===== src/rtl/tklsk_pkg.sv =====
`default_nettype none
package tklsk_pkg;

  localparam int LIST_SIZE_DEF = 64;

  localparam int SCORE_W     = 32;
  localparam int TAG_W       = 32;
  localparam int FILL_W      = 7;
  localparam int KIND_W      = 2;
  localparam int IN_TDATA_W  = SCORE_W + TAG_W;
  localparam int OUT_TDATA_W = 1 + SCORE_W + TAG_W + FILL_W;

  localparam logic OP_OFFER = 1'b0;
  localparam logic OP_READ  = 1'b1;

  localparam logic [KIND_W-1:0] KIND_OFFER = 2'd0;
  localparam logic [KIND_W-1:0] KIND_ENTRY = 2'd1;
  localparam logic [KIND_W-1:0] KIND_EMPTY = 2'd2;

  typedef struct packed {
    logic [SCORE_W-1:0] score;
    logic [TAG_W-1:0]   tag;
  } entry_t;

  typedef struct packed {
    logic shift_en;
    logic load_en;
  } cell_ctrl_t;

endpackage
`default_nettype wire


===== src/rtl/tklsk_cell.sv =====
`default_nettype none
module tklsk_cell (
  input  wire                       clk,
  input  wire tklsk_pkg::cell_ctrl_t ctrl,
  input  wire tklsk_pkg::entry_t    load_ent,
  input  wire tklsk_pkg::entry_t    next_ent,
  output tklsk_pkg::entry_t         ent
);
  import tklsk_pkg::*;

  entry_t ent_r;

  // Load wins over shift; the sequencer never asks for both.
  always_ff @(posedge clk) begin
    if (ctrl.load_en) begin
      ent_r <= load_ent;
    end else if (ctrl.shift_en) begin
      ent_r <= next_ent;
    end
  end

  assign ent = ent_r;

endmodule
`default_nettype wire


===== src/rtl/top_k_lowest_score_keeper.sv =====
`default_nettype none
// Keeps the LIST_SIZE candidates (score, tag) with the lowest scores. Offers
// (tuser 0) append while the list is not full; the append that fills it
// moves the worst entry (highest score, first one on ties) to the front,
// others keeping order. Once full, an offer scoring strictly below the front
// replaces it and the new worst is moved to the front again. Each offer
// returns one status transfer with the accepted flag and the current worst.
// A read (tuser 1) streams the held entries front first, tlast on the final
// one, or a single empty-list transfer when nothing is held. Storage is a
// ring of cells that rotates one place per cycle toward the front, pausing
// while a read waits on an output stall. An append or a rejected offer goes
// straight to its status, the append that fills the list makes one rotation
// to move the worst, a replacing offer two (one to find the worst, one to
// move it), and a read one rotation plus any output stall. One item is
// worked on at a time; the next is taken while the last result still waits
// at the output register. Scores compare as plain unsigned integers.
module top_k_lowest_score_keeper #(
  parameter int LIST_SIZE = tklsk_pkg::LIST_SIZE_DEF
) (
  input  wire                                    clk,
  input  wire                                    rst_n,
  input  wire                                    in_tvalid,
  output logic                                   in_tready,
  // [31:0] cand_score, [63:32] cand_tag
  input  wire  [tklsk_pkg::IN_TDATA_W-1:0]       in_tdata,
  // [0] operation
  input  wire                                    in_tuser,
  output logic                                   out_tvalid,
  input  wire                                    out_tready,
  // [0] accepted, [32:1] out_score, [64:33] out_tag, [71:65] fill_count
  output logic [tklsk_pkg::OUT_TDATA_W-1:0]      out_tdata,
  // [1:0] result_kind
  output logic [tklsk_pkg::KIND_W-1:0]           out_tuser,
  output logic                                   out_tlast
);
  import tklsk_pkg::*;

  localparam int CW = $clog2(LIST_SIZE + 1);
  localparam int IW = (LIST_SIZE > 1) ? $clog2(LIST_SIZE) : 1;
  localparam logic [CW-1:0] FULL_CNT = CW'(LIST_SIZE);
  localparam logic [IW-1:0] LAST_IDX = IW'(LIST_SIZE - 1);

  typedef enum logic [2:0] {
    ST_IDLE, ST_SEARCH, ST_MOVE, ST_READ, ST_STATUS
  } state_t;

  state_t             state_r, state_nxt;
  logic [IW-1:0]      t_r, t_nxt;            // rotation step
  logic [CW-1:0]      count_r, count_nxt;
  entry_t             worst_r, worst_nxt;    // worst held entry, first max
  logic [IW-1:0]      worst_idx_r, worst_idx_nxt;
  entry_t             cand_r, cand_nxt;
  entry_t             prev_r, prev_nxt;      // registered copy of the head
  logic               acc_r, acc_nxt;
  logic [KIND_W-1:0]  kind_r, kind_nxt;

  logic               out_valid_r, out_valid_nxt;
  logic [KIND_W-1:0]  out_kind_r, out_kind_nxt;
  logic               out_acc_r, out_acc_nxt;
  entry_t             out_ent_r, out_ent_nxt;
  logic [FILL_W-1:0]  out_fill_r, out_fill_nxt;
  logic               out_last_r, out_last_nxt;

  entry_t             in_ent;
  entry_t             head;
  entry_t             feed;
  entry_t             search_val;
  logic               shift_en;
  logic               load_req;
  logic               can_emit;
  logic               out_load;
  logic [CW+FILL_W-1:0] cnt_ext;
  logic [FILL_W-1:0]  fill_now;

  entry_t             cell_ent [LIST_SIZE];

  assign in_ent.score = in_tdata[SCORE_W-1:0];
  assign in_ent.tag   = in_tdata[SCORE_W +: TAG_W];
  assign head         = cell_ent[0];
  assign in_tready    = (state_r == ST_IDLE);
  assign can_emit     = !out_valid_r || out_tready;
  assign cnt_ext      = {{FILL_W{1'b0}}, count_r};
  assign fill_now     = cnt_ext[FILL_W-1:0];

  // Ring of cells: each shifts toward the front, the last takes the feed.
  for (genvar i = 0; i < LIST_SIZE; i++) begin : g_cell
    cell_ctrl_t ctrl;
    entry_t     next_ent;
    assign ctrl.shift_en = shift_en;
    assign ctrl.load_en  = load_req && (count_r == CW'(i));
    if (i == LIST_SIZE - 1) begin : g_tail
      assign next_ent = feed;
    end else begin : g_mid
      assign next_ent = cell_ent[i+1];
    end
    tklsk_cell u_cell (
      .clk      (clk),
      .ctrl     (ctrl),
      .load_ent (in_ent),
      .next_ent (next_ent),
      .ent      (cell_ent[i])
    );
  end

  always_comb begin
    state_nxt     = state_r;
    t_nxt         = t_r;
    count_nxt     = count_r;
    worst_nxt     = worst_r;
    worst_idx_nxt = worst_idx_r;
    cand_nxt      = cand_r;
    prev_nxt      = head;
    acc_nxt       = acc_r;
    kind_nxt      = kind_r;
    shift_en      = 1'b0;
    load_req      = 1'b0;
    feed          = head;
    search_val    = (t_r == '0) ? cand_r : head;
    out_load      = 1'b0;
    out_kind_nxt  = out_kind_r;
    out_acc_nxt   = out_acc_r;
    out_ent_nxt   = out_ent_r;
    out_fill_nxt  = out_fill_r;
    out_last_nxt  = out_last_r;

    case (state_r)
      ST_IDLE: begin
        if (in_tvalid) begin
          t_nxt = '0;
          if (in_tuser == OP_OFFER) begin
            kind_nxt = KIND_OFFER;
            if (count_r != FULL_CNT) begin
              // append at the fill position, track the first maximum
              load_req  = 1'b1;
              count_nxt = count_r + CW'(1);
              acc_nxt   = 1'b1;
              if (count_r == '0 || in_ent.score > worst_r.score) begin
                worst_nxt     = in_ent;
                worst_idx_nxt = count_r[IW-1:0];
              end
              state_nxt = (count_r == FULL_CNT - CW'(1)) ? ST_MOVE : ST_STATUS;
            end else if (in_ent.score < worst_r.score) begin
              // front holds the worst; replace it during the search pass
              cand_nxt  = in_ent;
              acc_nxt   = 1'b1;
              state_nxt = ST_SEARCH;
            end else begin
              acc_nxt   = 1'b0;
              state_nxt = ST_STATUS;
            end
          end else begin
            if (count_r == '0) begin
              kind_nxt  = KIND_EMPTY;
              state_nxt = ST_STATUS;
            end else begin
              state_nxt = ST_READ;
            end
          end
        end
      end

      ST_SEARCH: begin
        // full rotation: swap the candidate in at the front, find first max
        shift_en = 1'b1;
        feed     = search_val;
        if (t_r == '0 || search_val.score > worst_r.score) begin
          worst_nxt     = search_val;
          worst_idx_nxt = t_r;
        end
        if (t_r == LAST_IDX) begin
          t_nxt     = '0;
          state_nxt = ST_MOVE;
        end else begin
          t_nxt = t_r + IW'(1);
        end
      end

      ST_MOVE: begin
        // full rotation: feed worst first, then the rest in order minus worst
        shift_en = 1'b1;
        if (t_r == '0) begin
          feed = worst_r;
        end else if (t_r <= worst_idx_r) begin
          feed = prev_r;
        end else begin
          feed = head;
        end
        if (t_r == LAST_IDX) begin
          t_nxt     = '0;
          state_nxt = ST_STATUS;
        end else begin
          t_nxt = t_r + IW'(1);
        end
      end

      ST_READ: begin
        // emit held entries from the head, rotate unused cells silently
        if (CW'(t_r) < count_r) begin
          if (can_emit) begin
            out_load     = 1'b1;
            out_kind_nxt = KIND_ENTRY;
            out_acc_nxt  = 1'b0;
            out_ent_nxt  = head;
            out_fill_nxt = fill_now;
            out_last_nxt = (CW'(t_r) + CW'(1) == count_r);
            shift_en     = 1'b1;
          end
        end else begin
          shift_en = 1'b1;
        end
        if (shift_en) begin
          if (t_r == LAST_IDX) begin
            t_nxt     = '0;
            state_nxt = ST_IDLE;
          end else begin
            t_nxt = t_r + IW'(1);
          end
        end
      end

      ST_STATUS: begin
        if (can_emit) begin
          out_load     = 1'b1;
          out_kind_nxt = kind_r;
          out_last_nxt = 1'b1;
          if (kind_r == KIND_EMPTY) begin
            out_acc_nxt  = 1'b0;
            out_ent_nxt  = '0;
            out_fill_nxt = '0;
          end else begin
            out_acc_nxt  = acc_r;
            out_ent_nxt  = worst_r;
            out_fill_nxt = fill_now;
          end
          state_nxt = ST_IDLE;
        end
      end

      default: begin
        state_nxt = ST_IDLE;
      end
    endcase

    if (out_load) begin
      out_valid_nxt = 1'b1;
    end else if (out_tready) begin
      out_valid_nxt = 1'b0;
    end else begin
      out_valid_nxt = out_valid_r;
    end
  end

  always_ff @(posedge clk) begin
    if (!rst_n) begin
      state_r     <= ST_IDLE;
      count_r     <= '0;
      out_valid_r <= 1'b0;
    end else begin
      state_r     <= state_nxt;
      count_r     <= count_nxt;
      out_valid_r <= out_valid_nxt;
    end
    t_r         <= t_nxt;
    worst_r     <= worst_nxt;
    worst_idx_r <= worst_idx_nxt;
    cand_r      <= cand_nxt;
    prev_r      <= prev_nxt;
    acc_r       <= acc_nxt;
    kind_r      <= kind_nxt;
    out_kind_r  <= out_kind_nxt;
    out_acc_r   <= out_acc_nxt;
    out_ent_r   <= out_ent_nxt;
    out_fill_r  <= out_fill_nxt;
    out_last_r  <= out_last_nxt;
  end

  assign out_tvalid = out_valid_r;
  assign out_tuser  = out_kind_r;
  assign out_tlast  = out_last_r;
  assign out_tdata  = {out_fill_r, out_ent_r.tag, out_ent_r.score, out_acc_r};

endmodule
`default_nettype wire


===== config.mk =====
export PLATFORM = sky130hd
export DESIGN_NAME = top_k_lowest_score_keeper
export DESIGN_NICKNAME = d
export VERILOG_FILES = /design/src/rtl/tklsk_pkg.sv /design/src/rtl/tklsk_cell.sv /design/src/rtl/top_k_lowest_score_keeper.sv
export SDC_FILE = /design/constraint.sdc
export NUM_CORES = 2
export LEC_CHECK = 0
export ABC_CLOCK_PERIOD_IN_PS = 22100
export BUFFER_PORTS_ARGS = -buffer_cell sky130_fd_sc_hd__buf_2
export CAP_MARGIN = 25
export CORE_MARGIN = 1
export CORE_UTILIZATION = 41
export DETAILED_ROUTE_END_ITERATION = 8
export HOLD_SLACK_MARGIN = 0.03
export PLACE_DENSITY = 0.65
export SETUP_SLACK_MARGIN = 0.1
export SLEW_MARGIN = 20
export SYNTH_ARGS = -nofsm -noshare
export SYNTH_HDL_FRONTEND = slang
export SYNTH_SLANG_ARGS = --single-unit
export TNS_END_PERCENT = 5

===== constraint.sdc =====
create_clock -name clk -period 22.1 [get_ports clk]
set_input_delay 0 -clock clk [delete_from_list [all_inputs] [get_ports clk]]
set_output_delay 0 -clock clk [all_outputs]
set_load 0.01 [all_outputs]

==> reports/metrics.yaml <==
floorplanning:
  core_area_um2: 460000
  dieWidth_um: 681
  initial_core_util_pct: 41.2
  num_rows: 249
  die_y_um: 681
  ios: 146
  dieArea_um2: 464000
grt:
  track_usage_pct: 20.3
  gr-total-overflow: 0
  grt_pass1_wl_mm: 710
  grt_max_degree: 75
  grt_pass1_vias: 101000
  antenna_found_initial: 23
clock_tree:
  post_cts_resized: 0
  ctsLongestPathBuffers: 4
  htree_levels: 5
  clock_latency_ps: 1000
  cts_buffers: 449
  clk_pin_slew_ps: 60
  cts_num_sinks: 4388
  cts_setup_buffers: 0
  cts-root-buf: "clkbuf_16"
  cts_tree: "built"
pwr:
  leakagePower_nw: 68.3
  powerDensity_nw_per_um2: 125
  ir_drop_v: 0.000101
routing:
  drcViolationCount: 74
  vias_per_cell: 5.61
  dr.pass1.iters: 7
  antenna_left: 0
  drt_iter0_markers: 9141
  num_vias: 96000
  avgRoutedWirePerCell_um: 28.0
  wl_mm: 479
run_status:
  violations: "design-rule violations"
  outcome: "complete, but fails checks"
worst_setup_path:
  rrSetupSlack_ps: 16240
  worstSetupPathType: "reg -> reg"
  path_buf_inv: 2
  r2r_start: "t_r[2]"
  cp_slowest_cell: "buf_4"
  worstPathArrival_ps: 6420
  cpMostUsedCell: "buf_4"
  end_kind: "flip-flop"
  rr_worst_depth: 12
  critPathTopFamily: "simple AND/OR/NAND/NOR gates"
  critPathMaxFanout: 52
  critPathMaxStageDelay_ps: 910
  path_cells: "or3_1 -> nor2_4 -> buf_4 -> mux2_2 -> ha_1 -> nand2_1 -> nor4_1 -> nand4_1 -> a32oi_1 -> a21oi_1 -> o21ai_4 -> buf_4"
  cp_data_required_time_ps: 22660
  reg2reg_to: "worst_r[43]"
  crit_path_start_kind: "flip-flop"
final_layout:
  nFillCells: 38100
  mostFrequentLayoutCells: "edfxtp_1 (4313), mux2_2 (3944), clkbuf_16 (454), buf_4 (280), nand2_1 (146)"
  nNetsFinal: 10700
  layout_commonest_cell: "edfxtp_1"
  stdcell_count: 17100
  area_delta_synth_final_pct: 12.1
  drive_above_1_share_pct: 46.7
placed_design:
  post-dp-hpwl_mm: 280
  place_inst: 16200
  place.gp.congestion: 0.837
  port_buffers: 145
min_path:
  min-delay-start: "in_tdata[49]"
  holdPathStages: 2
  hp-class: "in -> reg"
  min_to: "cand_r[17]"
yosys:
  ys_warn_count: 0
  ys_ff_latch: 4388
  synth_flop_cell: "edfxtp_1"
  netlist_instances: 10600
  synth_nets: 10800
  syn_area_per_cell_um2: 17.8
  synth-seq-area-share_pct: 69.3
  synth.cell_area_um2: 189000
  synth_edf_count: 4313
  ys_async_sr_fraction_pct: 0
  synth_cell_types: 61
timing:
  tightest_slew_ps: 1130
  max_freq_ghz: 0.171
  slew_viol_final: 0
  period_share_pct: 26.5
  setup_violations: 0
  fin_skew_ps: 78.1
  relSlewSlack_pct: 24.8
  rsz0062_at_grt: "false"
  period_needed_ps: 5860
  hold_viol: 0
  setup-tns-final_ps: 0
job:
  max-cap-violations: 0
how the worst max path moves through the flow:
stage          startpoint              to  slack [ps]  cells after the start
6_report           t_r[2]     worst_r[43]       16240                     12
5_1_grt            t_r[0]     worst_r[43]       16140                     14
4_1_cts            t_r[2]     worst_r[43]       16280                     12
3_5_place_dp       t_r[2]     worst_r[25]       16320                     12
3_3_place_gp       t_r[2]     worst_r[10]       16340                     13
2_1_floorplan      t_r[3]  worst_idx_r[0]       13680                     13
area by class of cell:
cell class              count  area (um^2)  share of cell area [%]
diodes                      5         12.5                 0.00590
flip-flops and latches   4388       131000                    61.8
inverters                  52          196                  0.0927
repair buffers            476         4110                    1.94
clock buffers             560        11900                    5.61
multi-input cells        5227        54500                    25.7
well taps                6149         7690                    3.63
clock inverters           264         2470                    1.17
sequential cells by signal, summed over array words and instances (netlist names), 2 cells and up:
signal	cells
out_tdata	64
count_r	7
prev_r	64
worst_idx_r	6
state_r	3
cand_r	64
out_tuser	2
t_r	6
out_fill_r	7
worst_r	64
g_cell.u_cell.ent	4096
through the flow:
step	utilization (%)	total power [mW]	cell area, um^2	hold WS [ps]	setup slack [ps]
floorplan	-	17.2	189000	98.9	13680
global placement	42.6	18.9	196000	263	16340
detailed placement	42.7	19.0	196000	264	16320
CTS	46.0	26.6	211000	34.4	16280
global route	46.1	27.4	212000	73.7	16140
finish	46.1	26.4	212000	97.6	16240
repair_timing:
| item | 4_1_cts | 5_1_grt |
|---|---|---|
| endpoints found under the setup margin | 0 | 0 |
| hold buffers | 83 | 0 |
| hold endpoints to repair | 2228 | 0 |
where the power goes:
| part | internal [mW] | switching [mW] |
|---|---|---|
| clock | 4.23 | 3.28 |
| sequential | 12.8 | 0.796 |
| combinational | 1.96 | 3.33 |
| total | 19.0 | 7.40 |
logic make-up after synthesis:
logic type | after synthesis | share of synthesized area [%]
AOI/OAI and AO/OA | 502 | 1.62
xor gates and xnor gates | 16 | 0.0741
adders and majority gates | 82 | 0.542
buffers and inverters | 999 | 2.42
DFF | 4388 | 69.3
muxes | 4156 | 24.7
and+or+nand+nor | 471 | 1.40
worst register-to-register path: stages, from the launching register on:
cell and delay [ps]:
edfxtp_1 520, or3_1 540, nor2_4 130, buf_4 530, mux2_2 460, ha_1 300, nand2_1 90, nor4_1 520
nand4_1 250, a32oi_1 250, a21oi_1 110, o21ai_4 690, buf_4 920
synthesized netlist by cell type, drive strengths merged, types with 33 or more instances:
library cell  instances  share of area [%]
a21o                 35               0.14
a21oi                89               0.24
a221oi               35               0.16
and2                 40               0.13
buf                 385                1.2
clkbuf              562                1.1
dfxtp                75               0.79
edfxtp             4313                 68
ha                   82               0.54
inv                  51               0.10
mux2               4058                 24
mux2i                98               0.52
nand2               160               0.33
nand2b               36               0.12
nor2                125               0.44
nor3b                33               0.13
o21ai               218               0.58
o21bai               34               0.13
routing by layer:
| metal | up-vias | GRT usage, % | wire, um |
|---|---|---|---|
| met1 | 51000 | 29.3 | 213000 |
| met3 | 784 | 2.60 | 27900 |
| met2 | 3251 | 31.8 | 221000 |
| met5 | - | 0 | 13 |
| met4 | 2 | 6.85 | 17000 |
| li1 | 40900 | - | - |
Note: power is estimated with default switching activity, not from simulation.
